--- config.mk ---
export PLATFORM = sky130hd
export DESIGN_NAME = wfgp_ctrl
export DESIGN_NICKNAME = d
export VERILOG_FILES = /design/src/rtl/core/wfgp_pkg.sv /design/src/rtl/core/wfgp_ctrl.sv
export SDC_FILE = /design/constraint.sdc
export NUM_CORES = 1
export LEC_CHECK = 0
export BUFFER_PORTS_ARGS = -buffer_cell sky130_fd_sc_hd__buf_2
export CAP_MARGIN = 20
export CORE_AREA = 2 2 39 41
export DETAILED_ROUTE_END_ITERATION = 8
export DIE_AREA = 0 0 41 43
export PLACE_DENSITY = 0.33
export SLEW_MARGIN = 20
export SYNTH_ARGS = -nofsm -noshare
export SYNTH_HDL_FRONTEND = slang
export SYNTH_SLANG_ARGS = --single-unit
--- constraint.sdc ---
create_clock -name clk -period 1.7 [get_ports clk]
set_clock_uncertainty 0.2 [all_clocks]
set_input_delay 0.17 -clock clk [delete_from_list [all_inputs] [get_ports clk]]
set_output_delay 0.17 -clock clk [all_outputs]
set_load 0.005 [all_outputs]
--- src/rtl/core/wfgp_pkg.sv ---
`default_nettype none
// ----------------------------------------------------------------------------
// wfgp_pkg
// Shared widths, operation codes and the command/status bundles that pass
// between the word FIFO controller and its datapath.
// ----------------------------------------------------------------------------
package wfgp_pkg;

  localparam int RING_DEPTH_DEF = 256;

  localparam int WORD_W = 32;
  localparam int OP_W   = 2;
  localparam int GRP_W  = 4;
  localparam int GRP_LSB = 24;
  localparam int FILL_W = 8;

  localparam logic [OP_W-1:0] OP_PUSH  = 2'd0;
  localparam logic [OP_W-1:0] OP_POP   = 2'd1;
  localparam logic [OP_W-1:0] OP_PURGE = 2'd2;
  localparam logic [OP_W-1:0] OP_CLEAR = 2'd3;

  typedef struct packed {
    logic push;
    logic pop_issue;
    logic pop_finish;
    logic purge_start;
    logic purge_read;
    logic purge_check;
    logic clear;
  } cmd_t;

  typedef struct packed {
    logic empty;
    logic scan_done;
  } status_t;

endpackage

`default_nettype wire

--- src/rtl/core/wfgp_ctrl.sv ---
`default_nettype none
// ----------------------------------------------------------------------------
// wfgp_ctrl
// Controller state machine: decodes the operation and sequences the pop
// read and the purge walk over the queued entries.
// ----------------------------------------------------------------------------
module wfgp_ctrl (
  input  wire logic                         clk,
  input  wire logic                         rst,
  input  wire logic                         start,
  input  wire logic [wfgp_pkg::OP_W-1:0]    op,
  input  wire wfgp_pkg::status_t            status,
  output wfgp_pkg::cmd_t                    cmd,
  output logic                              busy
);

  import wfgp_pkg::*;

  localparam logic [1:0] S_IDLE      = 2'd0;
  localparam logic [1:0] S_POP       = 2'd1;
  localparam logic [1:0] S_PURGE_RD  = 2'd2;
  localparam logic [1:0] S_PURGE_CHK = 2'd3;

  logic [1:0] state;
  logic [1:0] state_next;

  always_ff @(posedge clk) begin
    if (rst) begin
      state <= S_IDLE;
    end else begin
      state <= state_next;
    end
  end

  assign busy = (state != S_IDLE);

  always_comb begin
    state_next = state;
    cmd        = '0;
    case (state)
      S_IDLE: begin
        if (start) begin
          case (op)
            OP_PUSH: begin
              cmd.push = 1'b1;
            end
            OP_POP: begin
              cmd.pop_issue = 1'b1;
              if (!status.empty) begin
                state_next = S_POP;
              end
            end
            OP_PURGE: begin
              cmd.purge_start = 1'b1;
              if (!status.empty) begin
                state_next = S_PURGE_RD;
              end
            end
            OP_CLEAR: begin
              cmd.clear = 1'b1;
            end
            default: begin
              cmd = '0;
            end
          endcase
        end
      end
      S_POP: begin
        cmd.pop_finish = 1'b1;
        state_next     = S_IDLE;
      end
      S_PURGE_RD: begin
        cmd.purge_read = 1'b1;
        state_next     = S_PURGE_CHK;
      end
      S_PURGE_CHK: begin
        cmd.purge_check = 1'b1;
        state_next      = status.scan_done ? S_IDLE : S_PURGE_RD;
      end
      default: begin
        state_next = S_IDLE;
      end
    endcase
  end

endmodule

`default_nettype wire

# --- Yosys cells after proc, flatten, opt, wreduce, memory -nomap -nowiden ---
# Index checks and enable logic that the tools add are counted.
word_totals:
  regBits: 2
  input_bits: 7
  wordCells: 32
op_classes:
  n_eq_ne: 10
  mux: 17
  n_reduce_logical: 4
op_table:
  columns: ["operator", "n"]
  rows:
  - ["$mux W2", 5]
  - ["$eq A2 B2 Y1 const B", 4]
  - ["$pmux W2 S4", 1]
  - ["$mux W7", 1]
  - ["$mux W1", 6]
  - ["$ne A3 B3 Y1 const B", 2]
  - ["$pmux W1 S2", 3]
  - ["$eq A2 B1 Y1 const B", 2]
  - ["$logic_not A2 Y1", 2]
  - ["$pmux W2 S2", 1]
  - ["$reduce_and A4 Y1", 1]
  - ["$ne A3 B1 Y1 const B", 1]
  - ["$ne A2 B2 Y1 const B", 1]
  - ["$reduce_bool A2 Y1", 1]

# --- Logic depth before layout (Yosys ltp) ---
# Gate-level depths: netlist of the first run.
logic_depth:
  ltp_word: 4
  ltp_mapped: 2
  mapped_depth_nobuf: 2

# --- Worst setup path before layout of the first run ---
# OpenSTA, ideal clock, no wires.
synth_timing:
  path_type: "register to output"
  from: "register state[1]"
  to: "output cmd[5] (netlist bit)"
  arrival_ns: 0.936
  path_slack_ns: 0.394
  stages_incl_launch_ff: 3
  cell_sequence: "dfxtp_1 > or3b_4 > nor3b_2"
synth_rtl:
  columns: ["item", "line", "rtl"]
  rows:
  - ["from (decl)", "wfgp_ctrl.sv:24", "logic [1:0] state;"]
  - ["from (signal assigned)", "wfgp_ctrl.sv:31", "state <= state_next;"]
  - ["to (decl)", "wfgp_ctrl.sv:13", "output wfgp_pkg::cmd_t cmd,"]

==> impl_metrics.py, run 1 <==
metrics = {
    "routing": {
        "viasPerCell": 4.04,
        "via_count": 210,
        "drt_pass1_iterations": 4,
        "routed_wl_microns": 459,
        "wire_per_inst_microns": 8.83,
        "ant_nets": 0,
        "drc": 0,
        "drtIter0Drc": 4,
    },
    "place": {
        "place_ws_ns": 0.259,
        "dpl-instance-area_sq_um": 254,
        "dpl.hpwl_microns": 353,
        "gp_congestion": 0.549,
        "port_buffers": 14,
    },
    "yosys": {
        "avgSynthCellArea_sq_um": 8.63,
        "yosysUniqueCellTypes": 14,
        "ys_ff_latch": 2,
        "syn_nets": 26,
        "yosysSeqAreaShare": 0.244,
        "ys_warn_count": 0,
        "syn_inst": 19,
        "netlist_area_sq_um": 164,
    },
    "timing": {
        "min_period_over_period": 0.969,
        "slew_headroom": 0.803,
        "tightest_slew_ns": 0.292,
        "fmax_mhz": 607,
        "rsz0062_at_grt": "false",
        "finalCriticalPeriod_ns": 1.65,
        "setup_slack_ns": 0.0521,
        "hold_viol_final": 0,
        "setup_violations": 0,
        "setup_tns_ns": 0,
        "maxSlewViolCount": 0,
    },
    "critical_path": {
        "max_stage_delay_ns": 0.43,
        "critPathLaunchType": "flop",
        "end_kind": "output pin",
        "cp_slowest_cell": "or3b_4",
        "required_ns": 1.33,
        "critPathKind": "reg2out",
        "crit_cells": 3,
        "path_cells": "or3b_4 -> nor3b_2 -> buf_2",
        "crit_buf_inv": 1,
        "crit_family": "simple AND/OR/NAND/NOR gates",
        "cp.arrival_ns": 1.28,
        "cp_max_fo": 7,
        "reg2reg_depth": 2,
        "reg2reg_slack_ns": 0.71,
    },
    "final_layout": {
        "postLayoutCoreUtil": 0.202,
        "antenna_cells": 0,
        "areaGrowthSynthToFinish_pct": 70.2,
        "max_flop_register": "state",
        "largest_reg_flops": 2,
        "drive_gt1_frac": 0.639,
        "finalInstanceArea_sq_um": 279,
        "fin_nets": 45,
        "top_regs": "state: 2 flops",
    },
    "flow_run": {
        "drv_cap": 0,
    },
    "global_routing": {
        "grt_antenna_before_repair": 0,
        "grt_usage": 0.0581,
        "grt_pass1_vias": 188,
        "grt_max_degree": 8,
        "grt_pass1_wl_microns": 662,
        "overflow": 0,
    },
    "hold_path": {
        "hold-path-cell-count": 3,
        "hold_path_class": "in2reg",
    },
    "clocking": {
        "cts_tree": "done",
        "cts-root-buf": "clkbuf_4",
        "cts_made_buffers": 3,
        "clockBufferDepth": 2,
        "h-tree-depth": 1,
        "clk_latency_ns": 0.22,
        "clock_sinks": 2,
        "clk_pin_slew_ns": 0.03,
    },
    "floorplan": {
        "row_count": 14,
        "initial_core_util": 0.118,
        "die_x_microns": 41,
        "coreArea_sq_um": 1380,
        "chipHeight_microns": 43,
        "die_area_sq_um": 1760,
        "ios": 15,
    },
    "status": {
        "outcome": "complete, no violations",
    },
    "power": {
        "p_per_area_nw_per_um2": 683,
        "p_leak_nw": 0.150,
        "total_power_mw": 0.191,
        "vdd_ir_drop_max_mv": 0.0982,
    },
}
[per-layer routing]
| layer | vias up | part of all wire | track usage |
|---|---|---|---|
| met5 | - | 0 | 0 |
| met4 | 0 | 0 | 0.0600 |
| met3 | 0 | 0.19 | 0.0157 |
| met2 | 17 | 0.35 | 0.0719 |
| met1 | 91 | 0.46 | 0.0732 |
| li1 | 102 | - | - |
[through the flow]
| stage | std cells | hold WS, ns |
|---|---|---|
| 6_report | 52 | 0.0235 |
| 5_1_grt | 52 | 0.0361 |
| 4_1_cts | 52 | 0.0176 |
| 3_5_place_dp | 49 | 0.256 |
| 3_3_place_gp | 49 | 0.242 |
| 2_1_floorplan | 19 | 0.133 |
[cell usage in the layout, fill, tap and decap left out]
master,Yosys,routed
and2_1,1,1
or2_2,1,1
dfxtp_2,0,2
and2b_1,1,1
inv_1,1,1
nand2_1,2,2
clkbuf_4,0,3
nor2b_1,1,1
nor4bb_1,2,2
buf_2,0,14
o21a_1,1,1
nor2_1,2,2
nor3_1,1,1
a32o_1,1,1
or3b_4,1,1
nor3b_2,2,2
[path summary, 6_finish.rpt]
check | startpoint | endpoint
setup / recovery | state[0] | cmd[5]
hold / removal | rst | state[0]
setup reg to reg | state[0] | state[1]
hold reg to reg | state[1] | state[0]
[report_power, final]
group / total, mW / switching, mW / internal [mW]
Combinational: 0.0365 / 0.0157 / 0.0209
Sequential: 0.0521 / 0.00258 / 0.0495
Clock: 0.102 / 0.0243 / 0.0776
Total: 0.191 / 0.0426 / 0.148
[cell usage after synthesis]
cell type / n / area share
nor3b_2: 2 / 0.15
a32o_1: 1 / 0.061
or3b_4: 1 / 0.069
inv_1: 1 / 0.023
dfxtp_1: 2 / 0.24
or2_2: 1 / 0.038
and2b_1: 1 / 0.046
nor2b_1: 1 / 0.038
nor2_1: 2 / 0.046
nand2_1: 2 / 0.046
nor3_1: 1 / 0.031
and2_1: 1 / 0.038
nor4bb_1: 2 / 0.12
o21a_1: 1 / 0.046
[final cells by class]
type / count / area [sq um]
fillers: 158 / 1100
multi-input cells: 16 / 120
repair buffers: 14 / 70.1
flip-flops and latches: 2 / 42.5
clock buffers: 3 / 22.5
well taps: 16 / 20.0
inverters: 1 / 3.75
[tightest hold or removal path, cell delays in order]
cell and delay, ns:
buf_2 0.09, nor2_1 0.05, o21a_1 0.09
[kinds of logic (layout without fill, tap and decap cells)]
group,after synthesis,after routing,share of synthesized area
compound gates,2,2,0.107
flops,2,2,0.244
simple gates,14,14,0.626
buf+inv,1,18,0.0229
[repair_timing]
action                     4_1_cts  5_1_grt
hold buffers                     0        0
gates resized for setup          0        2
buffers inserted                 0        0
setup endpoints to repair        0        2
Note: power is estimated with default switching activity, not from simulation.
==> inputs of run 2 (changes only) <==
BUFFER_PORTS_ARGS = -buffer_cell sky130_fd_sc_hd__buf_4   (was -buffer_cell sky130_fd_sc_hd__buf_2)
==> run 2 against run 1 <==
Compared with the run above: via count up 4.3%; critical path type unchanged; utilization up 3.8 points; global-route usage up 1.3 points; final cell count up 3.8%; largest power group unchanged.
==> impl_metrics.py, run 2 (synthesis gave the netlist of run 1 again) <==
metrics = {
    "final_layout": {
        "drive_gt1_frac": 0.658,
        "fillers": 153,
        "final_common_cell": "buf_4",
        "max_flop_register": "state",
        "top_regs": "state: 2 flops",
        "final_cell_mix": "16 x buf_4, 3 x clkbuf_4",
        "largest_reg_flops": 2,
        "antenna_cells": 0,
        "fin_nets": 47,
        "areaGrowthSynthToFinish_pct": 102,
    },
    "clocking": {
        "clockBufferDepth": 2,
        "cts_tree": "done",
        "cts_made_buffers": 3,
        "cts-root-buf": "clkbuf_4",
        "clk_pin_slew_ns": 0.03,
        "ctsHoldBuffers": 0,
        "clock_sinks": 2,
        "h-tree-depth": 1,
        "clk_latency_ns": 0.22,
    },
    "timing": {
        "min_period_over_period": 0.970,
        "holdWs_ns": 0.00513,
        "slew_headroom": 0.791,
        "setup_tns_ns": 0,
        "tightest_slew_ns": 0.309,
        "fmax_mhz": 606,
        "hold_viol_final": 0,
        "rsz0062_at_grt": "true",
        "finalCriticalPeriod_ns": 1.65,
        "setup_violations": 0,
        "maxSlewViolCount": 0,
    },
    "global_routing": {
        "grt_usage": 0.0711,
        "grt_pass1_wl_microns": 745,
        "grt_antenna_before_repair": 0,
        "overflow": 0,
        "grt_max_degree": 8,
        "grt_pass1_vias": 171,
    },
    "critical_path": {
        "reg2reg_depth": 2,
        "cp_max_fo": 4,
        "critPathLaunchType": "flop",
        "end_kind": "output pin",
        "required_ns": 1.33,
        "cp.arrival_ns": 1.28,
        "critPathKind": "reg2out",
    },
    "routing": {
        "ant_nets": 0,
        "viasPerCell": 4.06,
        "drc": 0,
        "drtIter0Drc": 5,
        "wire_per_inst_microns": 9.35,
        "drt_pass1_iterations": 2,
        "routed_wl_microns": 505,
        "via_count": 219,
    },
    "place": {
        "gp_congestion": 0.559,
        "dpl.hpwl_microns": 409,
        "port_buffers": 14,
    },
    "hold_path": {
        "hold-path-cell-count": 3,
        "hold_path_class": "in2reg",
    },
    "floorplan": {
        "row_count": 14,
        "die_area_sq_um": 1760,
        "die_x_microns": 41,
        "initial_core_util": 0.118,
        "ios": 15,
        "coreArea_sq_um": 1380,
        "chipHeight_microns": 43,
    },
    "power": {
        "p_leak_nw": 0.167,
        "vdd_ir_drop_max_mv": 0.161,
        "p_per_area_nw_per_um2": 603,
    },
    "status": {
        "outcome": "complete, no violations",
    },
    "flow_run": {
        "drv_cap": 0,
    },
}
[run 2: changes by cell type in the layout (fill, tap and decap cells not counted)]
cell     before  now
dfxtp_4       0    1
buf_2        14    0
dfxtp_2       2    1
buf_4         0   16
[run 2: critical path: stages, from the launching register on]
cell and delay, ns:
dfxtp_4 0.33, or3b_4 0.42, nor3_1 0.16, buf_4 0.14
[run 2: repair_timing]
| item | in CTS | in global routing |
|---|---|---|
| setup buffers | 0 | 2 |
| pin swaps | 1 | 2 |
| hold endpoints to repair | 0 | 0 |
| gates resized for setup | 0 | 3 |
| endpoints found under the setup margin | 2 | 3 |
[run 2: layout make-up]
cell class	instances	area [sq um]	share of cell area
well taps	16	20.0	0.0604
inverters	1	3.75	0.0113
clock buffers	3	22.5	0.0679
repair buffers	16	120	0.362
flip-flops and latches	2	45.0	0.136
multi-input cells	16	120	0.362
[run 2: worst paths after layout]
kind / from / endpoint / slack (ns)
setup / recovery: state[1] / cmd[6] / 0.05
hold / removal: rst / state[0] / 0.005
setup reg to reg: state[0] / state[1] / 0.72
hold reg to reg: state[0] / state[0] / 0.37
[run 2: where the power goes]
| group | total [mW] | internal [mW] | switching, mW |
|---|---|---|---|
| registers | 0.0504 | 0.0484 | 0.00204 |
| clock network | 0.102 | 0.0776 | 0.0241 |
| logic | 0.0478 | 0.0306 | 0.0173 |
| total | 0.200 | 0.157 | 0.0434 |
[run 2: routing by layer]
metal,up-vias,part of all wire,track usage
li1,108,-,-
met1,96,0.42,0.0860
met2,15,0.43,0.0719
met3,0,0.15,0.0471
met4,0,0,0.0800
met5,-,0,0
[run 2: stage by stage]
stage	cell area [sq um]	power, mW	setup WS (ns)	cells	utilization
after floorplan	164	0.0697	0.394	19	-
after global placement	289	0.0969	0.246	49	0.209
after detailed placement	289	0.0975	0.241	49	0.209
after CTS	312	0.205	0.000662	52	0.225
after global routing	332	0.228	-0.0165	54	0.240
final	332	0.200	0.0506	54	0.240
